### config.mk
export PLATFORM = sky130hd
export DESIGN_NAME = mdc_ctrl
export DESIGN_NICKNAME = d
export VERILOG_FILES = /design/src/hdl/mdc_pkg.sv /design/src/hdl/mdc_ctrl.sv
export SDC_FILE = /design/constraint.sdc
export NUM_CORES = 1
export LEC_CHECK = 0
export BUFFER_PORTS_ARGS = -buffer_cell sky130_fd_sc_hd__buf_2
export CAP_MARGIN = 0
export CORE_MARGIN = 2
export CORE_UTILIZATION = 58
export CTS_BUF_LIST = sky130_fd_sc_hd__clkbuf_4
export CTS_CLUSTER_DIAMETER = 80
export DETAILED_ROUTE_END_ITERATION = 10
export PLACE_DENSITY = 0.85
export SLEW_MARGIN = 20
export SYNTH_ARGS = -nofsm -noshare
export SYNTH_HDL_FRONTEND = slang
export SYNTH_SLANG_ARGS = --single-unit
export TNS_END_PERCENT = 5
### constraint.sdc
create_clock -name clk -period 3.21 [get_ports clk]
set_input_delay 0 -clock clk [delete_from_list [all_inputs] [get_ports clk]]
set_output_delay 0 -clock clk [all_outputs]
set_load 0.005 [all_outputs]
### src/hdl/mdc_pkg.sv
// ---------------------------------------------------------------------------
// mdc_pkg - shared types and constants for the modulated delay chorus
// Controller/datapath command and status groups, sine polynomial
// coefficients, register indexes and register reset values.
// ---------------------------------------------------------------------------
`default_nettype none

package mdc_pkg;

    // Field widths fixed by the stream format
    localparam int SAMPLE_W = 16;
    localparam int CHAN_W   = 3;
    localparam int CFG_W    = 22;
    localparam int CFG_IDX_W = 2;

    // Register widths
    localparam int STEP_W  = 22;
    localparam int DELAY_W = 19;

    // Register indexes
    localparam logic [CFG_IDX_W-1:0] REG_PHASE_STEP = 2'd0;
    localparam logic [CFG_IDX_W-1:0] REG_BASE_DELAY = 2'd1;
    localparam logic [CFG_IDX_W-1:0] REG_SWING      = 2'd2;

    // Register reset values
    localparam logic [STEP_W-1:0]  PHASE_STEP_RST = 22'd89478;
    localparam logic [DELAY_W-1:0] BASE_DELAY_RST = 19'd98304;
    localparam logic [DELAY_W-1:0] SWING_RST      = 19'd36864;

    // Quarter turn of the LFO phase (odd channels lead by 90 degrees)
    localparam logic [31:0] PHASE_QUARTER = 32'h4000_0000;

    // Sine polynomial coefficients, Q15
    localparam logic [14:0] SIN_C1 = 15'd21167;
    localparam logic [11:0] SIN_C2 = 12'd2463;
    localparam logic [15:0] SIN_C3 = 16'd51472;
    localparam logic [15:0] SIN_ONE = 16'd32768;

    // Controller states
    typedef enum logic [11:0] {
        S_CLEAR = 12'b0000_0000_0001,
        S_IDLE  = 12'b0000_0000_0010,
        S_SQ    = 12'b0000_0000_0100,
        S_POLYT = 12'b0000_0000_1000,
        S_POLYU = 12'b0000_0001_0000,
        S_SINE  = 12'b0000_0010_0000,
        S_MOD   = 12'b0000_0100_0000,
        S_DLY   = 12'b0000_1000_0000,
        S_POS   = 12'b0001_0000_0000,
        S_READ  = 12'b0010_0000_0000,
        S_MIX   = 12'b0100_0000_0000,
        S_DONE  = 12'b1000_0000_0000
    } state_t;

    // Commands from controller to datapath, one step per bit
    typedef struct packed {
        logic clr_step;
        logic capture;
        logic sq_step;
        logic t_step;
        logic u_step;
        logic s_step;
        logic mod_step;
        logic dly_step;
        logic pos_step;
        logic read_step;
        logic mix_step;
        logic finish;
    } cmd_t;

    // Status from datapath to controller
    typedef struct packed {
        logic clr_last;
        logic ch_ok;
    } status_t;

endpackage

`default_nettype wire

### src/hdl/mdc_ctrl.sv
// ---------------------------------------------------------------------------
// mdc_ctrl - sequencer for the modulated delay chorus
// Runs the ring clearing pass after reset, then steps each accepted item of a
// valid channel through the sine, delay, ring read and mix datapath steps.
// ---------------------------------------------------------------------------
`default_nettype none

module mdc_ctrl (
    input  wire logic             clk,
    input  wire logic             rst_n,
    input  wire logic             in_valid,
    output logic                  in_ready,
    output logic                  out_valid,
    input  wire logic             out_ready,
    input  wire mdc_pkg::status_t status,
    output mdc_pkg::cmd_t         cmd
);
    import mdc_pkg::*;

    state_t state_reg;
    state_t state_next;
    logic   out_valid_reg;
    logic   out_valid_next;
    logic   accept;
    logic   load_out;

    assign in_ready  = (state_reg == S_IDLE);
    assign out_valid = out_valid_reg;
    assign accept    = in_valid && (state_reg == S_IDLE);
    // result may go to the output register once it is free or being emptied
    assign load_out  = (state_reg == S_DONE) && (!out_valid_reg || out_ready);

    // Next state
    always_comb
    begin
        state_next = state_reg;
        unique case (state_reg)
            S_CLEAR: if (status.clr_last) state_next = S_IDLE;
            S_IDLE:
            begin
                if (in_valid)
                begin
                    state_next = status.ch_ok ? S_SQ : S_DONE;
                end
            end
            S_SQ:    state_next = S_POLYT;
            S_POLYT: state_next = S_POLYU;
            S_POLYU: state_next = S_SINE;
            S_SINE:  state_next = S_MOD;
            S_MOD:   state_next = S_DLY;
            S_DLY:   state_next = S_POS;
            S_POS:   state_next = S_READ;
            S_READ:  state_next = S_MIX;
            S_MIX:   state_next = S_DONE;
            S_DONE:  if (load_out) state_next = S_IDLE;
            default: state_next = S_CLEAR;
        endcase
    end

    // Datapath commands
    always_comb
    begin
        cmd           = '0;
        cmd.clr_step  = (state_reg == S_CLEAR);
        cmd.capture   = accept;
        cmd.sq_step   = (state_reg == S_SQ);
        cmd.t_step    = (state_reg == S_POLYT);
        cmd.u_step    = (state_reg == S_POLYU);
        cmd.s_step    = (state_reg == S_SINE);
        cmd.mod_step  = (state_reg == S_MOD);
        cmd.dly_step  = (state_reg == S_DLY);
        cmd.pos_step  = (state_reg == S_POS);
        cmd.read_step = (state_reg == S_READ);
        cmd.mix_step  = (state_reg == S_MIX);
        cmd.finish    = load_out;
    end

    // Output valid flag
    always_comb
    begin
        priority if (load_out)
            out_valid_next = 1'b1;
        else if (out_ready)
            out_valid_next = 1'b0;
        else
            out_valid_next = out_valid_reg;
    end

    always_ff @(posedge clk or negedge rst_n)
    begin
        if (!rst_n)
        begin
            state_reg     <= S_CLEAR;
            out_valid_reg <= 1'b0;
        end
        else
        begin
            state_reg     <= state_next;
            out_valid_reg <= out_valid_next;
        end
    end

endmodule

`default_nettype wire

* Word-level counts from Yosys, hierarchy flattened
Cells that the tools add are included.
** Storage, ports and cells
- Register bits after elaboration :: 13
- Bits of input ports :: 6
- Logic and storage cells :: 30
** Operators by class
- Eq/ne operators :: 15
- Mux-type cells :: 7
- Reductions and logical operators :: 6
** Operators by type and width (count)
- case mux 12 bit (12 select lines) :: 1
- 2-to-1 mux 12 bit :: 4
- == test 12 x 1 -> 1 bit (second input constant) :: 1
- == test 12 x 10 -> 1 bit (second input constant) :: 1
- == test 12 x 11 -> 1 bit (second input constant) :: 1
- == test 12 bit (second input constant) :: 1
- == test 12 x 2 -> 1 bit (second input constant) :: 1
- == test 12 x 3 -> 1 bit (second input constant) :: 1
- == test 12 x 4 -> 1 bit (second input constant) :: 1
- == test 12 x 5 -> 1 bit (second input constant) :: 1
- == test 12 x 6 -> 1 bit (second input constant) :: 1
- == test 12 x 7 -> 1 bit (second input constant) :: 1
- == test 12 x 8 -> 1 bit (second input constant) :: 1
- == test 12 x 9 -> 1 bit (second input constant) :: 1
- != test 2 bit (second input constant) :: 3
- AND reduction 3 bit :: 1
- logical AND 1 bit :: 2
- 2-to-1 mux 1 bit :: 2
- nonzero test 2 bit :: 1
- logical NOT 1 bit :: 1
- logical OR 1 bit :: 1

* Depth between registers and ports, before layout
Gate-level depths: netlist of the first run.
- Depth in word-level cells :: 5
- Gate-level depth with buffers :: 6
- Depth with buffers taken out :: 4

* Worst setup path before layout of the first run
No wires, ideal clock.
- Path type :: register to register
- From :: reg state_reg[7]
- To :: reg state_reg[1]
- Library setup time :: 0.066 ns
- Data arrival time :: 1.319 ns
- Required time :: 3.144 ns
- Slack :: 1.825 ns
- Cell stages (with the launch flop) :: 7
- Cell sequence :: dfrtp_1 -> buf_6 -> nor4_4 -> buf_4 -> nand3_2 -> nor2b_2 -> a221o_1
** RTL lines
- start: declaration :: line mdc_ctrl.sv:20 : state_t state_reg;
- start signal: assignment :: line mdc_ctrl.sv:98 : state_reg <= state_next;

==> results.md, run 1 <==
- Maximum vdd drop: 0.0003392 V
- Detailed Route WL: 1807 um
- Mapped Cells: 86
- Pwr Density: 561.3 nW/um2
- FP Rows: 13
- WP buf/inv: 1
- Leakage power: 0.0005076 uW
- Setup CP Type: reg -> out
- R2r startpoint: state_reg[7]$_DFFE_PN0P_
- Vias in the first global route: 614
- First-pass GRT wire length: 2801 um
- Via Count: 730
- Crit path max fanout: 11
- Reported net switching power: 204.1 uW
- Top_reg_cell synth: dfrtp_1
- Largest cells by area after synthesis: dfrtp_1 36%, nor4_4 7.6%, and3_1 4.5%
- I/O Buffers: 19
- Largest register FFs: 12
- Die Ht: 42.10 um
- Share of cells above drive strength 1: 0.3143
- Core Region: 1334 um2
- WL/cell: 15.06 um
- CTS tree: done
- Top delay family on crit path: simple AND/OR/NAND/NOR gates
- Hold buffers post-CTS: 3
- Slew Viols, Final: 0
- Synth top area share: 0.3566
- DRC viols: 0
- Synthesis-to-finish area growth: 14.86%
- Clock power frac: 0.206
- Async set-reset flop share out of synthesis: 1.000
- Most common cell after layout, fill and taps aside: buf_2
- Initial core utilization: 0.6313
- Clock latency on the worst-skew pair: 0.27 ns
- CP Cell Sequence: nor4_4 -> nand3_1 -> nor3b_1 -> buf_2
- Gpl congestion: 0.7613
- ANT cells: 0
- Worst path slowest cell: nor4_4
- Sink Count: 13
- Net Sw Frac: 0.3759
- Setup Fix Bufs, Post-CTS: 0
- Final Setup Violations: 0
- Total Routing Usage GR: 0.2045
- Internal power: 338.9 uW
- H-Tree Depth: 1
- Worst-Margin Slew: 0.5459 ns
- Worst Skew: 0.007071 ns
- Final hold violation count: 0
- Worst stage delay on the critical path: 0.59 ns
- Setup crit start: state_reg[7]$_DFFE_PN0P_
- Final nets: 112
- Critical Path AT: 1.99 ns
- Top Ports: 20
- Headroom to the max-slew limit: 0.6334
- Largest net degree at the start of global routing: 14
- Final period util: 0.6212
- Synth unique cells: 33
- Worst-path clk slew: 0.09 ns
- Setup TNS: 0 ns
- Sequential fraction of design power: 0.399
- DRT Pass-1 Iters: 4
- Seq/Total Area, Yosys: 0.3878
- DP Wirelength: 1235 um
- Type of origin of the critical path: flop
- Clock tree buffer depth: 2
- Syn_area_per_cell: 9.791 um2
- Die width: 42.10 um
- Max_cap viols: 0
- Warnings, synthesis: 0
- Post-route minimum period: 1.994 ns
- Unrepaired setup endpoints after global routing: false
- WP data required: 3.21 ns
- Mapped Nets: 92
- Min-Delay Path Class: in -> reg
- Die area: 1772 um2
- Min-delay src: out_ready
- Most frequent cells in the layout: 19 x buf_2, 12 x dfrtp_1, 8 x nor2_1, 6 x and3_1, 6 x nor4_1
- CTS root buf: clkbuf_4
- Mapped Area: 842.1 um2
- Logic pwr share: 0.394
- Flip-flop and latch count after synthesis: 13
- Drt first-iter violations: 23
- Antenna violations before repair: 0
- Post-synth EDFFs: 0
- Post-route ant nets: 0
- Synth area leader: dfrtp_1
- Total grt overflow: 0
- Setup crit end kind: output port
- Status: completed
- TritonCTS Buffers: 3
- PostCTS Resize Cnt: 0
- Vias/cell: 6.083
- Fmax: 0.5015 GHz
- Util after Layout: 0.7251
-- worst min-delay path, stage by stage --
cell and delay [ns]:
buf_2 0.07, nand2b_1 0.12, nand2_1 0.06
-- through the flow --
step	hold slack [ns]	cells	area, um2	setup slack (ns)	power (uW)
6_report	0.01715	120	967.2	1.216	542.9
5_1_grt	0.02180	120	967.2	1.014	578.9
4_1_cts	0.01919	120	967.2	1.236	539.7
3_5_place_dp	-0.09392	113	907.1	1.550	425.8
3_3_place_gp	-0.09872	113	907.1	1.629	419.9
2_1_floorplan	-0.2956	86	842.1	1.825	378.0
-- routing by layer --
metal  GRT usage  wire [um]
met1      0.2799        849
met2      0.3406        857
met3     0.02586         68
met4     0.05625         30
met5           0          0
-- area by class of cell --
cell class	instances	area, um2
Sequential cell	13	326.6
Multi-Input combinational cell	62	451.7
Tap cell	15	18.77
Timing Repair Buffer	22	125.1
Fill cell	104	366.6
Clock buffer	4	30.03
Inverter	4	15.01
-- cell families (layout without fill, tap and decap cells) --
group                  after synthesis  count (layout)  share of synthesized area
flip-flops                          13              13                     0.3878
AO/OA/AOI/OAI                       11              11                    0.09808
buffers and inverters               11              30                    0.07577
AND/OR/NAND/NOR                     49              49                     0.4176
XOR/XNOR                             2               2                    0.02081
-- synthesized netlist by cell type, drive strengths merged, types with 2 or more instances --
| master | count |
|---|---|
| a21oi | 2 |
| nor2b | 5 |
| xor2 | 2 |
| nor4 | 9 |
| dfrtp | 12 |
| inv | 4 |
| nand2b | 3 |
| buf | 7 |
| nor3b | 4 |
| nand2 | 4 |
| o22ai | 2 |
| and3 | 6 |
| nor2 | 8 |
| nor4b | 3 |
| nand3 | 3 |
-- power groups by stage --
stage / clock network [uW] / logic, uW / registers [uW]
floorplan: 0 / 164 / 214
global placement: 0 / 201 / 219
detailed placement: 0 / 207 / 219
CTS: 112 / 212 / 216
global route: 124 / 236 / 219
finish: 112 / 214 / 217
-- final timing paths --
kind | endpoint | slack, ns | cells after the start
max in group asynchronous | state_reg[0]$_DFFE_PN1P_ | 2.80 | 2
max reg2reg | state_reg[11]$_DFFE_PN0P_ | 1.54 | 4
max | cmd[7] | 1.22 | 4
min in group asynchronous | state_reg[5]$_DFFE_PN0P_ | 0.13 | 2
min | out_valid$_DFFE_PN0P_ | 0.02 | 3
min reg2reg | out_valid$_DFFE_PN0P_ | 0.53 | 2
Power figures use the tool's default switching activity.
==> inputs of run 2 (changes only) <==
--- a/config.mk
+++ b/config.mk
@@ -8,11 +8,11 @@
 export BUFFER_PORTS_ARGS = -buffer_cell sky130_fd_sc_hd__buf_2
 export CAP_MARGIN = 0
 export CORE_MARGIN = 2
-export CORE_UTILIZATION = 58
+export CORE_UTILIZATION = 49
 export CTS_BUF_LIST = sky130_fd_sc_hd__clkbuf_4
 export CTS_CLUSTER_DIAMETER = 80
 export DETAILED_ROUTE_END_ITERATION = 10
-export PLACE_DENSITY = 0.85
+export PLACE_DENSITY = 0.77
 export SLEW_MARGIN = 20
 export SYNTH_ARGS = -nofsm -noshare
 export SYNTH_HDL_FRONTEND = slang
==> constraint.sdc (replaced) <==
create_clock -name clk -period 1.8 [get_ports clk]
set_input_delay 0 -clock clk [delete_from_list [all_inputs] [get_ports clk]]
set_output_delay 0 -clock clk [all_outputs]
set_load 0.005 [all_outputs]
==> results.md, run 2 (synthesis gave the netlist of run 1 again) <==
- Power after layout: 990.6 uW (was 542.9 uW)
- CTS root buf: clkbuf_4 (unchanged)
- Post-route ant nets: 0 (unchanged)
- ANT cells: 0 (unchanged)
- DP Wirelength: 1300 um (was 1235 um)
- Clock tree buffer depth: 2 (unchanged)
- Slew Viols, Final: 0 (unchanged)
- Setup crit end kind: output port (unchanged)
- Fmax: 0.5740 GHz
- DRT Pass-1 Iters: 4 (unchanged)
- Gpl congestion: 0.8629 (was 0.7613)
- Initial core utilization: 0.5401 (was 0.6313)
- Largest net degree at the start of global routing: 14 (unchanged)
- Min-Delay Path Class: in -> reg (unchanged)
- Sink Count: 13 (unchanged)
- Clock latency on the worst-skew pair: 0.27 ns (about the same)
- WL/cell: 14.35 um (was 15.06 um)
- Leakage power: 0.0005224 uW (was 0.0005076 uW)
- I/O Buffers: 19 (unchanged)
- Post-route minimum period: 1.742 ns
- Pwr Density: 982.3 nW/um2 (was 561.3 nW/um2)
- CP Cell Sequence: nor4_4 -> buf_4 -> and3_2 -> and2_1 -> buf_2 (was nor4_4 -> nand3_1 -> nor3b_1 -> buf_2)
- Failing checks: negative hold slack
- Final period util: 0.9679
- Type of origin of the critical path: flop (unchanged)
- FP Rows: 14 (was 13)
- Hold Path Cell Cnt: 2 (was 3)
- Antenna violations before repair: 0 (unchanged)
- Largest register FFs: 12 (unchanged)
- Setup CP Type: reg -> out (unchanged)
- Worst-Margin Slew: 0.4799 ns (was 0.5459 ns)
- R2R depth: 5 (was 4)
- Status: complete, but fails checks (was completed)
- Top delay family on crit path: simple AND/OR/NAND/NOR gates (unchanged)
- Most common cell after layout, fill and taps aside: buf_2 (unchanged)
- TritonCTS Buffers: 3 (unchanged)
- Worst stage delay on the critical path: 0.44 ns (was 0.59 ns)
- Via Count: 744 (was 730)
- Final Setup Violations: 0 (unchanged)
- Final hold violation count: 1 (was 0)
- First-pass GRT wire length: 2911 um (was 2801 um)
- Die area: 2066 um2 (was 1772 um2)
- Crit path max fanout: 5 (was 11)
- Drt first-iter violations: 18 (was 23)
- Die Ht: 45.46 um (was 42.10 um)
- Final nets: 115 (was 112)
- WP data required: 1.80 ns (was 3.21 ns)
- DRC viols: 0 (unchanged)
- WP depth: 5 (was 4)
- Max_cap viols: 0 (unchanged)
- Total grt overflow: 0 (unchanged)
- Most frequent cells in the layout: 19 x buf_2, 10 x dfrtp_1, 8 x nor2_1, 5 x and3_1, 5 x nor4_1 (was 19 x buf_2, 12 x dfrtp_1, 8 x nor2_1, 6 x and3_1, 6 x nor4_1)
- WP buf/inv: 2 (was 1)
- Worst path slowest cell: dfrtp_2 (was nor4_4)
- Critical Path AT: 1.74 ns (was 1.99 ns)
- Unrepaired setup endpoints after global routing: true (was false)
- Maximum vdd drop: 0.0006004 V (was 0.0003392 V)
- Worst-path clk slew: 0.08 ns (was 0.09 ns)
- Die width: 45.46 um (was 42.10 um)
- Worst Skew: 0.001608 ns (was 0.007071 ns)
- Headroom to the max-slew limit: 0.6755 (was 0.6334)
- Util after Layout: 0.6469 (was 0.7251)
- WHS: -0.004753 ns (was 0.01715 ns)
- Vias/cell: 6.000 (was 6.083)
- Vias in the first global route: 696 (was 614)
- Synthesis-to-finish area growth: 19.76% (was 14.86%)
- Core Region: 1559 um2 (was 1334 um2)
- Total Routing Usage GR: 0.1965 (was 0.2045)
- Top Ports: 20 (unchanged)
- Detailed Route WL: 1780 um (was 1807 um)
- H-Tree Depth: 1 (unchanged)
- CTS tree: done (unchanged)
- Share of cells above drive strength 1: 0.3981 (was 0.3143)
-- run 2: changes by cell type in the layout (fill, tap and decap cells not counted) --
cell / previous run / this run
dfrtp_1: 12 / 10
nor3b_1: 4 / 3
nor4_1: 6 / 5
nand3_1: 2 / 1
dlygate4sd3_1: 3 / 2
dfrtp_2: 0 / 2
buf_4: 0 / 4
nand3_2: 1 / 2
nor4_2: 0 / 1
and3_2: 0 / 1
and3_1: 6 / 5
nor3b_2: 0 / 1
-- run 2: worst paths after layout --
kind | slack [ns] | start | to
setup / recovery | 0.06 | state_reg[8]$_DFFE_PN0P_ | cmd[10]
hold / removal | -0.005 | status[0] | state_reg[2]$_DFFE_PN0P_
setup reg to reg | 0.30 | state_reg[8]$_DFFE_PN0P_ | state_reg[11]$_DFFE_PN0P_
hold reg to reg | 0.54 | out_valid$_DFFE_PN0P_ | out_valid$_DFFE_PN0P_
max in group asynchronous | 1.37 | rst_n | state_reg[0]$_DFFE_PN1P_
min in group asynchronous | 0.14 | rst_n | state_reg[9]$_DFFE_PN0P_
-- run 2: timing repair --
item                                    in CTS  in global routing
pin swaps                                    2                  1
hold endpoints to repair                    15                  0
resized for setup                            0                  6
hold buffers                                 2                  0
buffers inserted                             2                  0
endpoints found under the setup margin       2                  6
-- run 2: metrics by stage --
step | std cells | instance area, um2 | hold WS (ns) | setup TNS, ns | setup slack [ns]
2_1_floorplan | 86 | 842.1 | -0.2956 | 0 | 0.4149
3_3_place_gp | 116 | 923.4 | -0.1008 | 0 | 0.3617
3_5_place_dp | 116 | 923.4 | -0.09145 | 0 | 0.2379
4_1_cts | 124 | 988.4 | 0.002476 | 0 | 0.02027
5_1_grt | 124 | 1008 | 0.005871 | -0.07633 | -0.05484
6_report | 124 | 1008 | -0.004753 | 0 | 0.05769
-- run 2: per-layer routing --
| layer | track usage | vias up | routed length (um) |
|---|---|---|---|
| li1 | - | 358 | - |
| met1 | 0.2381 | 354 | 760 |
| met2 | 0.3437 | 30 | 901 |
| met3 | 0.02381 | 2 | 100 |
| met4 | 0.08824 | 0 | 18 |
| met5 | 0 | - | 0 |
-- run 2: where the power goes --
part	internal, uW	switching [uW]
combinational	197	214
sequential	333	52.6
clock	101	93.7
total	630	360
-- run 2: area by class of cell --
type	count	area, um2
Clock buffer	4	30.03
Tap cell	16	20.02
Sequential cell	13	329.1
Fill cell	130	550.5
Multi-Input combinational cell	62	469.2
Timing Repair Buffer	25	145.1
Inverter	4	15.01
==> inputs of run 3 (changes only) <==
--- a/config.mk
+++ b/config.mk
@@ -12,6 +12,7 @@
 export CTS_BUF_LIST = sky130_fd_sc_hd__clkbuf_4
 export CTS_CLUSTER_DIAMETER = 80
 export DETAILED_ROUTE_END_ITERATION = 10
+export GPL_TIMING_DRIVEN = 0
 export PLACE_DENSITY = 0.77
 export SLEW_MARGIN = 20
 export SYNTH_ARGS = -nofsm -noshare
==> results.md, run 3 (synthesis gave the netlist of run 1 again) <==
- Worst path slowest cell: dfrtp_2 (unchanged)
- Top delay family on crit path: simple AND/OR/NAND/NOR gates (unchanged)
- Total grt overflow: 0 (unchanged)
- CTS root buf: clkbuf_4 (unchanged)
- Share of cells above drive strength 1: 0.4417 (was 0.3981)
- Logic pwr share: 0.462 (was 0.415)
- Die area: 2066 um2 (unchanged)
- ANT cells: 0 (unchanged)
- Synthesis-to-finish area growth: 34.77% (was 19.76%)
- Type of origin of the critical path: flop (unchanged)
- Setup CP Type: reg -> out (unchanged)
- Post-route ant nets: 0 (unchanged)
- Detailed Route WL: 1929 um (was 1780 um)
- Worst stage delay on the critical path: 0.46 ns (was 0.44 ns)
- Clock power frac: 0.180 (was 0.196)
- Setup TNS: 0 ns (unchanged)
- Die width: 45.46 um (unchanged)
- DRT Pass-1 Iters: 4 (unchanged)
- Net Sw Frac: 0.3633 (was 0.3636)
- Crit path max fanout: 5 (unchanged)
- CTS tree: done (unchanged)
- Leakage power: 0.0005998 uW (was 0.0005224 uW)
- TritonCTS Buffers: 3 (unchanged)
- Setup crit end kind: output port (unchanged)
- Sequential fraction of design power: 0.358 (was 0.389)
- Power after layout: 1098 uW (was 990.6 uW)
- WHS: 0.01606 ns (was -0.004753 ns)
- Core Region: 1559 um2 (unchanged)
- Drt first-iter violations: 18 (unchanged)
- Largest net degree at the start of global routing: 14 (unchanged)
- Slew Viols, Final: 0 (unchanged)
- Worst-Margin Slew: 0.4912 ns (was 0.4799 ns)
- CP Cell Sequence: nor4_4 -> and3_1 -> buf_6 -> and2_1 -> buf_4 -> buf_4 (was nor4_4 -> buf_4 -> and3_2 -> and2_1 -> buf_2)
- Maximum vdd drop: 0.0008780 V (was 0.0006004 V)
- Post-route setup slack: 0.03945 ns (was 0.05769 ns)
- Pre-CTS setup slack: 0.2358 ns (was 0.2379 ns)
- Filler cells: 122 (was 130)
- Post-route minimum period: 1.761 ns (was 1.742 ns)
- Die Ht: 45.46 um (unchanged)
- DP Wirelength: 1323 um (was 1300 um)
- Internal power: 699.2 uW (was 630.4 uW)
- Reported net switching power: 398.9 uW (was 360.2 uW)
- Top Ports: 20 (unchanged)
- Critical Path AT: 1.76 ns (was 1.74 ns)
- I/O Buffers: 19 (unchanged)
- DRC viols: 0 (unchanged)
- Fmax: 0.5680 GHz (was 0.5740 GHz)
- Worst Skew: 0.002264 ns (was 0.001608 ns)
- Vias/cell: 5.801 (was 6.000)
- Largest register FFs: 12 (unchanged)
- First-pass GRT wire length: 3056 um (was 2911 um)
- Pwr Density: 967.7 nW/um2 (was 982.3 nW/um2)
- Most frequent cells in the layout: 20 x buf_2, 11 x buf_4, 11 x dfrtp_1, 8 x nor2_1 (was 19 x buf_2, 10 x dfrtp_1, 8 x nor2_1, 5 x and3_1, 5 x nor4_1)
- Vias in the first global route: 682 (was 696)
- Crit-path most repeated cell: buf_4
- WP data required: 1.80 ns (about the same)
- WL/cell: 14.18 um (was 14.35 um)
- Clock latency on the worst-skew pair: 0.28 ns (was 0.27 ns)
- FP Rows: 14 (unchanged)
- Final period util: 0.9781 (was 0.9679)
- Worst-path clk slew: 0.08 ns (about the same)
- Cells after DPL: 121 (was 116)
- Via Count: 789 (was 744)
- Fin cells: 136 (was 124)
- H-Tree Depth: 1 (unchanged)
- Clock tree buffer depth: 2 (unchanged)
- Final hold violation count: 0 (was 1)
- Unrepaired setup endpoints after global routing: true (unchanged)
- Max_cap viols: 0 (unchanged)
- Headroom to the max-slew limit: 0.6679 (was 0.6755)
- Initial core utilization: 0.5401 (unchanged)
- Final nets: 127 (was 115)
- Antenna violations before repair: 0 (unchanged)
- Gpl congestion: 0.8458 (was 0.8629)
- Final Setup Violations: 0 (unchanged)
- Total Routing Usage GR: 0.2066 (was 0.1965)
- Status: completed (was complete, but fails checks)
- Sink Count: 13 (unchanged)
- WP buf/inv: 3 (was 2)
- Most common cell after layout, fill and taps aside: buf_2 (unchanged)
- Min-Delay Path Class: in -> reg (unchanged)
[run 3: cell types whose count changed in the layout (fill, tap and decap cells not counted), sizes merged]
cell / delta
buf: +11
dlygate4sd3: +1
[run 3: metal layers]
metal / track usage / wire length, um
met2: 0.3268 / 904
met4: 0.07059 / 30
met5: 0 / 0
met3: 0.04762 / 113
met1: 0.2764 / 881
[run 3: metrics by stage]
stage               utilization  area [um2]
CTS                      0.6669        1040
global placement         0.6140       957.2
floorplan                     -       842.1
global route             0.7279        1135
finish                   0.7279        1135
detailed placement       0.6140       957.2
[run 3: timing repair]
| action | in CTS | in global routing |
|---|---|---|
| hold buffers | 3 | 0 |
| endpoints found under the setup margin | 7 | 7 |
| pin swaps | 2 | 6 |
| resized for setup | 3 | 9 |
| buffers inserted | 1 | 7 |
| hold endpoints to repair | 16 | 0 |
[run 3: power groups by stage]
stage	Combinational (uW)	Sequential (uW)	Clock (uW)
after floorplan	293	381	0
after global placement	379	388	0
after detailed placement	389	389	0
after CTS	424	386	200
after global routing	559	397	210
final	507	393	198
[run 3: final cells by class]
type / instances / area (um2) / share of cell area
Multi-Input combinational cell: 62 / 495.5 / 0.4366
Sequential cell: 13 / 327.8 / 0.2889
Timing Repair Buffer: 30 / 187.7 / 0.1654
Buffer: 7 / 58.81 / 0.05182
Clock buffer: 4 / 30.03 / 0.02646
Tap cell: 16 / 20.02 / 0.01764
Inverter: 4 / 15.01 / 0.01323
[run 3: path summary, 6_finish.rpt]
| path | startpoint | end | slack (ns) | depth (start not counted) |
|---|---|---|---|---|
| setup / recovery | state_reg[11]$_DFFE_PN0P_ | cmd[10] | 0.04 | 6 |
| hold / removal | in_valid | state_reg[2]$_DFFE_PN0P_ | 0.02 | 2 |
| setup reg to reg | state_reg[7]$_DFFE_PN0P_ | state_reg[11]$_DFFE_PN0P_ | 0.23 | 7 |
| hold reg to reg | out_valid$_DFFE_PN0P_ | out_valid$_DFFE_PN0P_ | 0.55 | 2 |
| max in group asynchronous | rst_n | state_reg[0]$_DFFE_PN1P_ | 1.39 | 2 |
| min in group asynchronous | rst_n | state_reg[9]$_DFFE_PN0P_ | 0.13 | 2 |
